**src/sv/psrst_pkg.sv**
```systemverilog
`timescale 1ns / 1ps
// ----------------------------------------------------------------------------
// psrst_pkg
// Shared types and constants for the point-set range-sum table.
// ----------------------------------------------------------------------------
package psrst_pkg;

  localparam int DATA_W          = 64;
  localparam int POS_W           = 11;
  localparam int ENTRY_COUNT_W   = 11;
  localparam int DEF_MAX_ENTRIES = 1024;

  localparam logic [ENTRY_COUNT_W-1:0] ENTRY_COUNT_RESET = ENTRY_COUNT_W'(1024);

  localparam logic CMD_SET   = 1'b0;
  localparam logic CMD_QUERY = 1'b1;

  typedef enum logic [3:0] {
    ST_CLEAR,
    ST_IDLE,
    ST_SET_RD,
    ST_SET_WR,
    ST_UPD_RD,
    ST_UPD_WR,
    ST_QRY_HI,
    ST_QRY_LO,
    ST_OUT
  } state_t;

  typedef struct packed {
    logic load;
    logic clr_we;
    logic ent_we;
    logic upd_we;
    logic walk_step;
    logic walk_sub;
    logic lo_load;
  } dp_cmd_t;

  typedef struct packed {
    logic is_query;
    logic set_ok;
    logic clr_last;
    logic upd_last;
    logic k_zero;
  } dp_status_t;

endpackage

```
**src/sv/psrst_ctrl.sv**
```systemverilog
`timescale 1ns / 1ps
// ----------------------------------------------------------------------------
// psrst_ctrl
// Sequencer for the clearing pass, point sets and range-sum queries.
// ----------------------------------------------------------------------------
module psrst_ctrl
  import psrst_pkg::*;
(
  input  logic       clk,
  input  logic       rst_n,
  input  logic       start,
  input  dp_status_t status,
  output dp_cmd_t    cmd,
  output logic       busy,
  output logic       out_valid
);

  state_t state_r;
  state_t state_nxt;

  always_ff @(posedge clk) begin
    if (!rst_n) begin
      state_r <= ST_CLEAR;
    end else begin
      state_r <= state_nxt;
    end
  end

  always_comb begin
    state_nxt = state_r;
    unique case (state_r)
      ST_CLEAR: begin
        if (status.clr_last) state_nxt = ST_IDLE;
      end
      ST_IDLE: begin
        if (start) begin
          if (status.is_query) begin
            state_nxt = ST_QRY_HI;
          end else if (status.set_ok) begin
            state_nxt = ST_SET_RD;
          end
        end
      end
      ST_SET_RD: state_nxt = ST_SET_WR;
      ST_SET_WR: state_nxt = ST_UPD_RD;
      ST_UPD_RD: state_nxt = ST_UPD_WR;
      ST_UPD_WR: begin
        state_nxt = status.upd_last ? ST_IDLE : ST_UPD_RD;
      end
      ST_QRY_HI: begin
        if (status.k_zero) state_nxt = ST_QRY_LO;
      end
      ST_QRY_LO: begin
        if (status.k_zero) state_nxt = ST_OUT;
      end
      ST_OUT:  state_nxt = ST_IDLE;
      default: state_nxt = ST_IDLE;
    endcase
  end

  always_comb begin
    cmd       = '0;
    busy      = 1'b1;
    out_valid = 1'b0;
    unique case (state_r)
      ST_CLEAR: cmd.clr_we = 1'b1;
      ST_IDLE: begin
        busy     = 1'b0;
        cmd.load = start;
      end
      ST_SET_RD: ;
      ST_SET_WR: cmd.ent_we = 1'b1;
      ST_UPD_RD: ;
      ST_UPD_WR: cmd.upd_we = 1'b1;
      ST_QRY_HI: begin
        cmd.walk_step = !status.k_zero;
        cmd.lo_load   = status.k_zero;
      end
      ST_QRY_LO: begin
        cmd.walk_step = !status.k_zero;
        cmd.walk_sub  = 1'b1;
      end
      ST_OUT:  out_valid = 1'b1;
      default: ;
    endcase
  end

endmodule

```
**config.mk**
```make
export PLATFORM = sky130hd
export DESIGN_NAME = psrst_ctrl
export DESIGN_NICKNAME = d
export VERILOG_FILES = /design/src/sv/psrst_pkg.sv /design/src/sv/psrst_ctrl.sv
export SDC_FILE = /design/constraint.sdc
export NUM_CORES = 1
export LEC_CHECK = 0
export BUFFER_PORTS_ARGS = -buffer_cell sky130_fd_sc_hd__buf_2
export CAP_MARGIN = 10
export CORE_AREA = 2 2 39 41
export CTS_CLUSTER_SIZE = 25
export DETAILED_ROUTE_END_ITERATION = 10
export DIE_AREA = 0 0 41 43
export REMOVE_ABC_BUFFERS = 1
export SYNTH_ARGS = -nofsm -noshare
export SYNTH_HDL_FRONTEND = slang
export SYNTH_SLANG_ARGS = --single-unit
export TNS_END_PERCENT = 100
```
**constraint.sdc**
```tcl
create_clock -name clk -period 1.4 [get_ports clk]
set_input_delay 0.07 -clock clk [delete_from_list [all_inputs] [get_ports clk]]
set_output_delay 0.07 -clock clk [all_outputs]
set_load 0.005 [all_outputs]
```
==> impl_summary.txt, run 1 <==
----------------------------------------------------
[STA]
  Final hold violation count ... 0
  Setup repair after global routing missed its margin ... no
  Period utilization ... 93.3%
  Transition at the pin with the smallest max-transition slack ... 0.269 ns
  Setup Viol. Count Final ... 0
  Slew Viols, Final ... 0
  Minimum period implied by the final worst setup slack ... 1.31 ns
  Fmax achieved ... 766 MHz
  Total negative setup slack ... 0 ns
  Setup skew after layout ... 0.00359 ns
  Slew HR ... 81.9%

[Worst setup path]
  Buffers plus inverters on the worst setup path ... 1
  Worst r2r src ... state_r[3]
  Worst setup path endpoint ... cmd[1]
  Endpoint of the worst register-to-register path ... state_r[2]
  CP startpoint ... state_r[3]
  Worst path cell trace ... and2b_2 -> and3_1 -> buf_2
  Worst endpoint required time ... 1.33 ns
  CP Launch Type ... flip-flop
  CP arrival ... 1.24 ns
  Cell count along the critical path ... 3
  Slack of the worst reg-to-reg path ... 0.28 ns
  Maximum net fanout on the critical path ... 8
  R2r worst-path depth ... 3
  Highest-delay cell along the critical path ... sky130_fd_sc_hd__dfxtp_1
  Stage delay of the slowest cell on the critical path ... 0.44 ns
  Family with the most delay on the worst path ... simple AND/OR/NAND/NOR gates
  Nature of the critical path endpoint ... primary output
  Critical path start-end classification ... reg2out

[GRT]
  Initial antenna violation count ... 0
  Vias in the first global route ... 313
  Maximum number of pins on one net before global-route repair ... 16
  Overflow left after global routing ... 0
  First-pass GRT wire length ... 1300 um
  GRT Resource Usage Total ... 11.5%

[Synthesis]
  Count of yosys warnings during synthesis ... 0
  Synth Register Bits ... 4
  Part of the Yosys area used for sequential elements ... 25.7%
  Synthesized instance count ... 41
  Post-Synthesis Cell Area ... 312 um2
  Number of distinct library cell variants in the gate-level netlist after synthesis ... 23
  Async set-or-reset flop fraction in the synthesized netlist ... 0%
  Mean instance size in the synthesized netlist ... 7.60 um2
  Predominant post-synthesis flop cell ... sky130_fd_sc_hd__dfxtp_1
  Number of synthesized flops with an enable pin ... 0

[Detailed routing]
  # DRC ... 0
  DRC marker count from the first detailed-route iteration ... 5
  Detailed-routing iteration count for the pre-antenna-repair pass ... 2
  DR vias ... 375
  Final antenna-violating net count ... 0
  Vias/cell ... 5.07
  Final routed wire length divided by cell count ... 11.2 um
  Total routed wirelength ... 832 um

[Final layout]
  Net count reported at finish ... 68
  Largest reg by FF count ... state_r
  Antenna cells ... 0
  Registers with the highest flip-flop counts ... state_r x4
  Fraction of final layout cells sized beyond drive strength 1 ... 41.4%
  Post-route core utilization ... 30.2%
  Post-synthesis to final-layout area growth ... 34.1%
  Largest register FFs ... 4

[Min path]
  Worst hold path class ... in2reg
  Hold path startpoint ... rst_n

[Placed design]
  Detailed placer's ending HPWL ... 614 um
  Last weighted congestion value of the routability-driven placer ... 0.791
  Port Buf Inserts ... 16

[Floorplanning]
  # rows ... 14
  Floorplan core area ... 1380 um2
  Floorplan die width ... 41 um
  Total I/O pin count ... 17
  Die H ... 43 um
  Effective utilization at floorplan ... 22.5%
  Die footprint ... 1760 um2

[Clock tree]
  CTS Root Buffer Type ... sky130_fd_sc_hd__clkbuf_4
  Latest clock arrival within the worst-skew pair ... 0.24 ns
  TritonCTS buffer count ... 3
  TritonCTS clock tree ... done
  Clock slew seen by the registers of the worst setup and hold paths ... 0.04 ns
  Deepest level of the CTS H-tree ... 1
  Number of buffers added to fix hold violations after cts ... 0
  Number of buffers on the longest clock path ... 2
  Total clock sinks ... 4

[Power]
  Leakage power summed over all cells ... 0.200 nW
  Power density over cell area ... 927 nW/um2
  IR drop worst, VDD ... 0.605 mV

[Run]
  Max_cap viols ... 0

[Run status]
  Run status ... finished clean

----------------------------------------------------
[Yosys cell counts (all sizes together) (2+ instances only)]
| library cell | number | area share [%] |
|---|---|---|
| nor3 | 3 | 4.8 |
| o21a | 2 | 4.8 |
| buf | 2 | 6.0 |
| o21ai | 3 | 4.8 |
| nand2 | 3 | 3.6 |
| nand3 | 2 | 3.2 |
| nor3b | 2 | 4.8 |
| dfxtp | 4 | 26 |
| and3 | 3 | 6.0 |
| nand2b | 2 | 4.8 |
| nor2 | 3 | 3.6 |
| a21oi | 2 | 3.2 |
| nor4 | 2 | 4.0 |
[per-stage QoR]
step	cells	hold WS, ns	total power [mW]	setup WS [ns]	cell area [um2]
2_1_floorplan	39	0.178	0.202	0.335	293
3_3_place_gp	71	0.322	0.245	0.266	393
3_5_place_dp	71	0.336	0.244	0.232	393
4_1_cts	74	0.0852	0.394	0.0640	415
5_1_grt	74	0.0790	0.430	0.0207	418
6_report	74	0.0913	0.387	0.0943	418
[what timing repair did]
item / 4_1_cts / 5_1_grt
setup buffers: 0 / 0
gates resized for setup: 0 / 2
hold endpoints to repair: 0 / 0
setup endpoints to repair: 0 / 3
[layout make-up]
class                   instances  area [um2]
multi-input cells              34         209
well taps                      16        20.0
fillers                       159         966
flip-flops and latches          4        82.6
inverters                       1        3.75
clock buffers                   3        22.5
repair buffers                 16        80.1
[tightest hold or removal path, stage by stage]
cell                      delay [ns]
sky130_fd_sc_hd__buf_2          0.13
sky130_fd_sc_hd__nand2_1        0.05
sky130_fd_sc_hd__nor2_1         0.03
[kinds of logic after synthesis]
group           synth area share (%)
buf+inv                         7.23
flops                           25.7
simple gates                    46.6
compound gates                  20.5
[per-layer routing]
metal	vias to the layer above	track usage [%]	wire length, um
met4	0	6.00	7
met1	173	13.5	369
li1	189	-	-
met5	-	0	0
met2	11	15.3	404
met3	2	7.85	50
[worst min path at each step]
stage / endpoint / slack [ns] / cells past startpoint
after floorplan: state_r[2] / 0.18 / 2
after global placement: state_r[2] / 0.32 / 3
after CTS: state_r[3] / 0.09 / 3
after detailed placement: state_r[2] / 0.34 / 3
after global routing: state_r[3] / 0.08 / 3
final: state_r[3] / 0.09 / 3
[where the power goes]
part | internal [mW] | total [mW] | leakage, nW | switching (mW)
clock | 0.0959 | 0.144 | 0.0138 | 0.0479
sequential | 0.125 | 0.150 | 0.0336 | 0.0248
combinational | 0.0488 | 0.0938 | 0.153 | 0.0450
[cells in the final DEF, fill, tap and decap left out, types with 2 or more instances in the layout]
cell type,instances
sky130_fd_sc_hd__nor4_1,2
sky130_fd_sc_hd__and3_1,3
sky130_fd_sc_hd__dfxtp_2,2
sky130_fd_sc_hd__buf_2,16
sky130_fd_sc_hd__dfxtp_1,2
sky130_fd_sc_hd__nor2_1,3
sky130_fd_sc_hd__nand2_1,3
sky130_fd_sc_hd__nand3_1,2
sky130_fd_sc_hd__o21a_1,2
sky130_fd_sc_hd__a21oi_1,2
sky130_fd_sc_hd__o21ai_0,3
sky130_fd_sc_hd__clkbuf_4,3
sky130_fd_sc_hd__nor3b_1,2
sky130_fd_sc_hd__nor3_1,3
Power figures use the tool's default switching activity.
==> run 2: changes to the inputs <==
PLACE_DENSITY_LB_ADDON = 0.2   (was unset)
==> run 2 against run 1 <==
Compared with the run above: routed wire length up 3.5%; clock skew up 0.0017 ns; cell count up 1.4%; sequential power about the same.
==> impl_summary.txt, run 2 (synthesis gave the netlist of run 1 again) <==
----------------------------------------------------
[Final layout]
  Antenna cells ... 0
  Registers with the highest flip-flop counts ... state_r x4
  Largest register FFs ... 4
  Post-synthesis to final-layout area growth ... 36.5%
  Post-route core utilization ... 30.7%
  Fraction of final layout cells sized beyond drive strength 1 ... 42.4%
  Largest reg by FF count ... state_r
  Most common cell after layout, fill and taps aside ... sky130_fd_sc_hd__buf_2
  Net count reported at finish ... 69

[Detailed routing]
  Final antenna-violating net count ... 0
  Vias/cell ... 5.09
  Total routed wirelength ... 861 um
  Final routed wire length divided by cell count ... 11.5 um
  DRC marker count from the first detailed-route iteration ... 6
  DR vias ... 382
  Detailed-routing iteration count for the pre-antenna-repair pass ... 4
  # DRC ... 0

[Worst setup path]
  Worst path cell trace ... and2b_2 -> and3_1 -> buf_2
  Highest-delay cell along the critical path ... sky130_fd_sc_hd__dfxtp_1
  R2r worst-path depth ... 3
  Critical path start-end classification ... reg2out
  CP Launch Type ... flip-flop
  Buffers plus inverters on the worst setup path ... 1
  Endpoint of the worst register-to-register path ... state_r[0]
  Maximum net fanout on the critical path ... 8
  CP arrival ... 1.19 ns
  Worst r2r src ... state_r[1]
  Slack of the worst reg-to-reg path ... 0.30 ns
  Cell count along the critical path ... 3
  Worst setup path endpoint ... cmd[1]
  CP startpoint ... state_r[0]
  Family with the most delay on the worst path ... flip-flops
  Nature of the critical path endpoint ... primary output
  Worst endpoint required time ... 1.33 ns
  Stage delay of the slowest cell on the critical path ... 0.46 ns

[STA]
  Slew HR ... 82.4%
  Period utilization ... 90.0%
  Setup Viol. Count Final ... 0
  Transition at the pin with the smallest max-transition slack ... 0.263 ns
  Setup repair after global routing missed its margin ... no
  Setup skew after layout ... 0.00527 ns
  Total negative setup slack ... 0 ns
  Final hold violation count ... 0
  Slew Viols, Final ... 0
  Minimum period implied by the final worst setup slack ... 1.26 ns
  Fmax achieved ... 794 MHz

[Floorplanning]
  Total I/O pin count ... 17
  # rows ... 14
  Die H ... 43 um
  Floorplan core area ... 1380 um2
  Die footprint ... 1760 um2
  Floorplan die width ... 41 um
  Effective utilization at floorplan ... 22.5%

[Clock tree]
  Clock slew seen by the registers of the worst setup and hold paths ... 0.04 ns
  Number of buffers added to fix hold violations after cts ... 0
  TritonCTS clock tree ... done
  TritonCTS buffer count ... 3
  Latest clock arrival within the worst-skew pair ... 0.24 ns
  Post-CTS Setup Bufs ... 0
  Number of buffers on the longest clock path ... 2
  Total clock sinks ... 4
  Deepest level of the CTS H-tree ... 1
  CTS Root Buffer Type ... sky130_fd_sc_hd__clkbuf_4
  Quantity of gates resized following cts ... 1

[Power]
  Net switching share of the total power ... 31.7%
  Switching Power ... 0.125 mW
  Part of the total power dissipated in the clock network ... 38.5%
  IR drop worst, VDD ... 0.358 mV
  Sequential Power Share ... 37.9%
  P_int ... 0.270 mW
  Power density over cell area ... 930 nW/um2
  Power consumption ... 0.396 mW
  Leakage power summed over all cells ... 0.206 nW
  Fraction of power consumed by combinational cells ... 23.6%

[Min path]
  Worst hold path class ... in2reg

[Run status]
  Run status ... finished clean

[GRT]
  Maximum number of pins on one net before global-route repair ... 16
  GRT Resource Usage Total ... 12.4%
  First-pass GRT wire length ... 1450 um
  Overflow left after global routing ... 0
  Initial antenna violation count ... 0
  Vias in the first global route ... 344

[Run]
  Max_cap viols ... 0

[Placed design]
  Detailed placer's ending HPWL ... 664 um
  Last weighted congestion value of the routability-driven placer ... 0.697
  Port Buf Inserts ... 16

----------------------------------------------------
[run 2: layer usage]
layer | GRT usage, % | part of all wire [%] | up-vias | wire (um)
met5 | 0 | 0 | - | 0
met4 | 8.00 | 1.9 | 0 | 16
met3 | 4.71 | 4.8 | 3 | 41
met2 | 17.5 | 48 | 13 | 416
met1 | 15.1 | 45 | 176 | 386
li1 | - | - | 190 | -
[run 2: stage by stage]
stage	instance area, um2	worst slack [ns]	hold WS [ns]	cells
detailed placement	400	0.210	0.328	72
global placement	400	0.176	0.334	72
floorplan	293	0.335	0.178	39
CTS	424	0.0237	0.0713	75
finish	425	0.140	0.0755	75
global route	425	0.0606	0.0907	75
[run 2: final cells by class]
class	count	area, um2
multi-input cells	34	209
well taps	16	20.0
fillers	163	958
repair buffers	17	87.6
clock buffers	3	22.5
inverters	1	3.75
flip-flops and latches	4	82.6
[run 2: worst min-delay path by stage]
stage          startpoint          to  cells after the start
3_3_place_gp        rst_n  state_r[2]                      3
5_1_grt             rst_n  state_r[0]                      2
4_1_cts             rst_n  state_r[2]                      3
3_5_place_dp        rst_n  state_r[2]                      3
6_report            rst_n  state_r[2]                      3
2_1_floorplan       rst_n  state_r[2]                      2
[run 2: power by group through the flow]
stage,clock network (mW),registers [mW],logic [mW]
global placement,0,0.150,0.0965
finish,0.152,0.150,0.0934
detailed placement,0,0.149,0.0943
CTS,0.159,0.148,0.0947
floorplan,0,0.143,0.0583
global route,0.168,0.152,0.105
[run 2: worst min-delay path: cells and delay by family]
| kind | cells | cell delay [ns] |
|---|---|---|
| compound gates | 1 | 0.05 |
| buf+inv | 1 | 0.11 |
| simple gates | 1 | 0.05 |
==> run 3: changes to the inputs <==
ABC_AREA = 1   (was unset)
GPL_TIMING_DRIVEN = 0   (was unset)
clock period = 1.2 ns   (was 1.4 ns; I/O delays follow)
==> run 3 against run 2 <==
Compared with the run above: clock power increased by 6%; sequential cell count unchanged; first-iteration DRC count decreased by 83%; highest routed layer is now met3; largest cell class unchanged; utilization increased by 5.2 points; power increased to 3.0 times the previous value; cell count increased by 21%; sequential share of layout area decreased by 1.3 points; global-route usage decreased by 0.23 points; register-to-register slack got worse by 0.19 ns; die area unchanged; combinational power increased to 7.7 times the previous value.
==> impl_summary.txt, run 3 <==
----------------------------------------------------
[Run status]
  Run status ... finished clean

[Final layout]
  Fraction of final layout cells sized beyond drive strength 1 ... 54.7%
  Antenna cells ... 0
  Final Instance Count excl. Fillers ... 91
  Fill cell total of the finished layout ... 160
  Registers with the highest flip-flop counts ... state_r x4
  Largest reg by FF count ... state_r
  Net count reported at finish ... 85
  Post-route core utilization ... 36.0%
  Most common cell after layout, fill and taps aside ... sky130_fd_sc_hd__buf_2
  Post-synthesis to final-layout area growth ... 34.0%
  Most frequent cells in the layout ... sky130_fd_sc_hd__buf_2 (16), sky130_fd_sc_hd__nand2_1 (8), sky130_fd_sc_hd__inv_1 (7)
  Largest register FFs ... 4

[Worst setup path]
  R2r worst-path depth ... 7
  Nature of the critical path endpoint ... primary output
  Maximum net fanout on the critical path ... 4
  Family with the most delay on the worst path ... flip-flops
  CP Launch Type ... flip-flop
  Cell seen most often among critical-path stages ... sky130_fd_sc_hd__inv_2
  Stage delay of the slowest cell on the critical path ... 0.34 ns
  Highest-delay cell along the critical path ... sky130_fd_sc_hd__dfxtp_2
  Worst path cell trace ... inv_2 -> nor2_4 -> inv_2 -> nor4_2 -> buf_2
  Cell count along the critical path ... 5
  Critical path start-end classification ... reg2out
  Buffers plus inverters on the worst setup path ... 3
  CP arrival ... 1.10 ns
  Worst endpoint required time ... 1.14 ns

[Floorplanning]
  Floorplan core area ... 1380 um2
  Floorplan die width ... 41 um
  Die H ... 43 um
  Effective utilization at floorplan ... 26.9%
  Total I/O pin count ... 17
  # rows ... 14
  Die footprint ... 1760 um2

[Clock tree]
  Clock slew seen by the registers of the worst setup and hold paths ... 0.04 ns
  Total clock sinks ... 4
  Number of buffers on the longest clock path ... 2
  TritonCTS buffer count ... 3
  CTS Root Buffer Type ... sky130_fd_sc_hd__clkbuf_4
  Deepest level of the CTS H-tree ... 1
  TritonCTS clock tree ... done
  Number of buffers added to fix hold violations after cts ... 0
  Latest clock arrival within the worst-skew pair ... 0.23 ns

[Power]
  Leakage power summed over all cells ... 0.276 nW
  Part of the total power dissipated in the clock network ... 13.4%
  Power density over cell area ... 2410 nW/um2
  IR drop worst, VDD ... 0.977 mV
  Sequential Power Share ... 26.6%
  P_int ... 0.623 mW
  Fraction of power consumed by combinational cells ... 60.0%
  Net switching share of the total power ... 48.1%
  Switching Power ... 0.579 mW

[GRT]
  Initial antenna violation count ... 0
  Maximum number of pins on one net before global-route repair ... 9
  GRT Resource Usage Total ... 12.2%
  First-pass GRT wire length ... 1430 um
  Vias in the first global route ... 366
  Overflow left after global routing ... 0

[Min path]
  Depth of the worst hold-timing path ... 3
  Worst hold path class ... in2reg

[Synthesis]
  Post-synth top cells ... sky130_fd_sc_hd__inv_1 (8), sky130_fd_sc_hd__nand2_1 (8), sky130_fd_sc_hd__nor2_1 (7), sky130_fd_sc_hd__nand3_1 (6), sky130_fd_sc_hd__dfxtp_1 (4)
  Part of the Yosys area used for sequential elements ... 21.5%
  Share of the synthesized area in the top cell type ... 21.5%
  Predominant post-synthesis flop cell ... sky130_fd_sc_hd__dfxtp_1
  Synth Register Bits ... 4
  Post-Synthesis Cell Area ... 372 um2
  Number of distinct library cell variants in the gate-level netlist after synthesis ... 20
  Synth top area cells ... sky130_fd_sc_hd__dfxtp_1 (22%), sky130_fd_sc_hd__nand3_1 (8.1%), sky130_fd_sc_hd__inv_1 (8.1%), sky130_fd_sc_hd__nand2_1 (8.1%), sky130_fd_sc_hd__nor2_1 (7.1%)
  Mean instance size in the synthesized netlist ... 6.52 um2
  Dominant cell type by area after synthesis ... sky130_fd_sc_hd__dfxtp_1
  Number of synthesized flops with an enable pin ... 0
  Synthesized instance count ... 57
  Async set-or-reset flop fraction in the synthesized netlist ... 0%
  Count of yosys warnings during synthesis ... 0

[Placed design]
  Number of cells in the design after placement ... 87
  Port Buf Inserts ... 16
  Last weighted congestion value of the routability-driven placer ... 0.699
  Detailed placer's ending HPWL ... 699 um

[STA]
  Minimum period implied by the final worst setup slack ... 1.16 ns
  Slew HR ... 85.9%
  Total negative setup slack ... 0 ns
  Setup Viol. Count Final ... 0
  Setup repair after global routing missed its margin ... yes
  Slew Viols, Final ... 0
  Fmax achieved ... 860 MHz
  Transition at the pin with the smallest max-transition slack ... 0.209 ns
  Setup skew after layout ... 0.00156 ns
  Final hold violation count ... 0
  Period utilization ... 96.9%

[Detailed routing]
  DRC marker count from the first detailed-route iteration ... 1
  Final antenna-violating net count ... 0
  Detailed-routing iteration count for the pre-antenna-repair pass ... 2
  # DRC ... 0
  DR vias ... 392
  Total routed wirelength ... 865 um
  Vias/cell ... 4.31
  Final routed wire length divided by cell count ... 9.51 um

[Run]
  Max_cap viols ... 0

----------------------------------------------------
[run 3: cell count changes in the layout (fill, tap and decap cells not counted), sizes merged, moves of 2 or more]
cell,delta
and3,-3
inv,+10
nand2,+8
nand2b,-2
nand3,+6
nor2,+9
nor3b,-2
o21a,-2
[run 3: kinds of logic after synthesis]
family          synth area share [%]
compound gates                  4.04
buf+inv                         20.2
flops                           21.5
simple gates                    54.2
[run 3: stage by stage]
stage	setup slack (ns)	hold slack [ns]	instance area (um2)	total power, mW
after floorplan	0.0745	0.191	349	0.790
after global placement	-0.0808	0.323	449	0.983
after detailed placement	-0.0508	0.320	449	0.975
after CTS	-0.0450	0.0715	474	1.16
after global routing	-0.0928	0.0967	498	1.34
final	0.0374	0.0796	498	1.20
[run 3: worst reg2reg max path, delay by kind of cell, from the launching register on]
family / cells / cell delay, ns
buffers and inverters: 1 / 0.06
flip-flops: 1 / 0.34
AND/OR/NAND/NOR: 6 / 0.58
[run 3: area by class of cell]
type	count	area (um2)	share of cell area (%)
inverters	12	52.6	10.6
clock buffers	3	22.5	4.52
flip-flops and latches	4	90.1	18.1
repair buffers	17	87.6	17.6
well taps	16	20.0	4.02
multi-input cells	39	225	45.2
[run 3: layer usage]
metal  track usage (%)  up-vias  part of all wire [%]
li1                  -      215                     -
met1              16.3      162                    47
met2              16.3       15                    45
met3              2.09        0                   8.4
met4              10.0        0                     0
met5                 0        -                     0
[run 3: power groups by stage]
| stage | Combinational (mW) | Sequential, mW | Clock [mW] |
|---|---|---|---|
| 6_report | 0.721 | 0.320 | 0.161 |
| 5_1_grt | 0.830 | 0.333 | 0.175 |
| 4_1_cts | 0.686 | 0.301 | 0.171 |
| 3_5_place_dp | 0.681 | 0.294 | 0 |
| 3_3_place_gp | 0.686 | 0.297 | 0 |
| 2_1_floorplan | 0.513 | 0.276 | 0 |
[run 3: what timing repair did]
action | in CTS | in global routing
buffers inserted | 0 | 1
pin swaps | 0 | 1
gates cloned | 0 | 0
resized for setup | 2 | 7
setup endpoints to repair | 11 | 9
[run 3: final timing paths]
kind | startpoint | end | slack [ns]
worst max-delay path | state_r[2] | cmd[0] | 0.04
worst min-delay path | rst_n | state_r[0] | 0.08
worst max register to register | state_r[2] | state_r[2] | 0.11
worst min register to register | state_r[0] | state_r[3] | 0.59
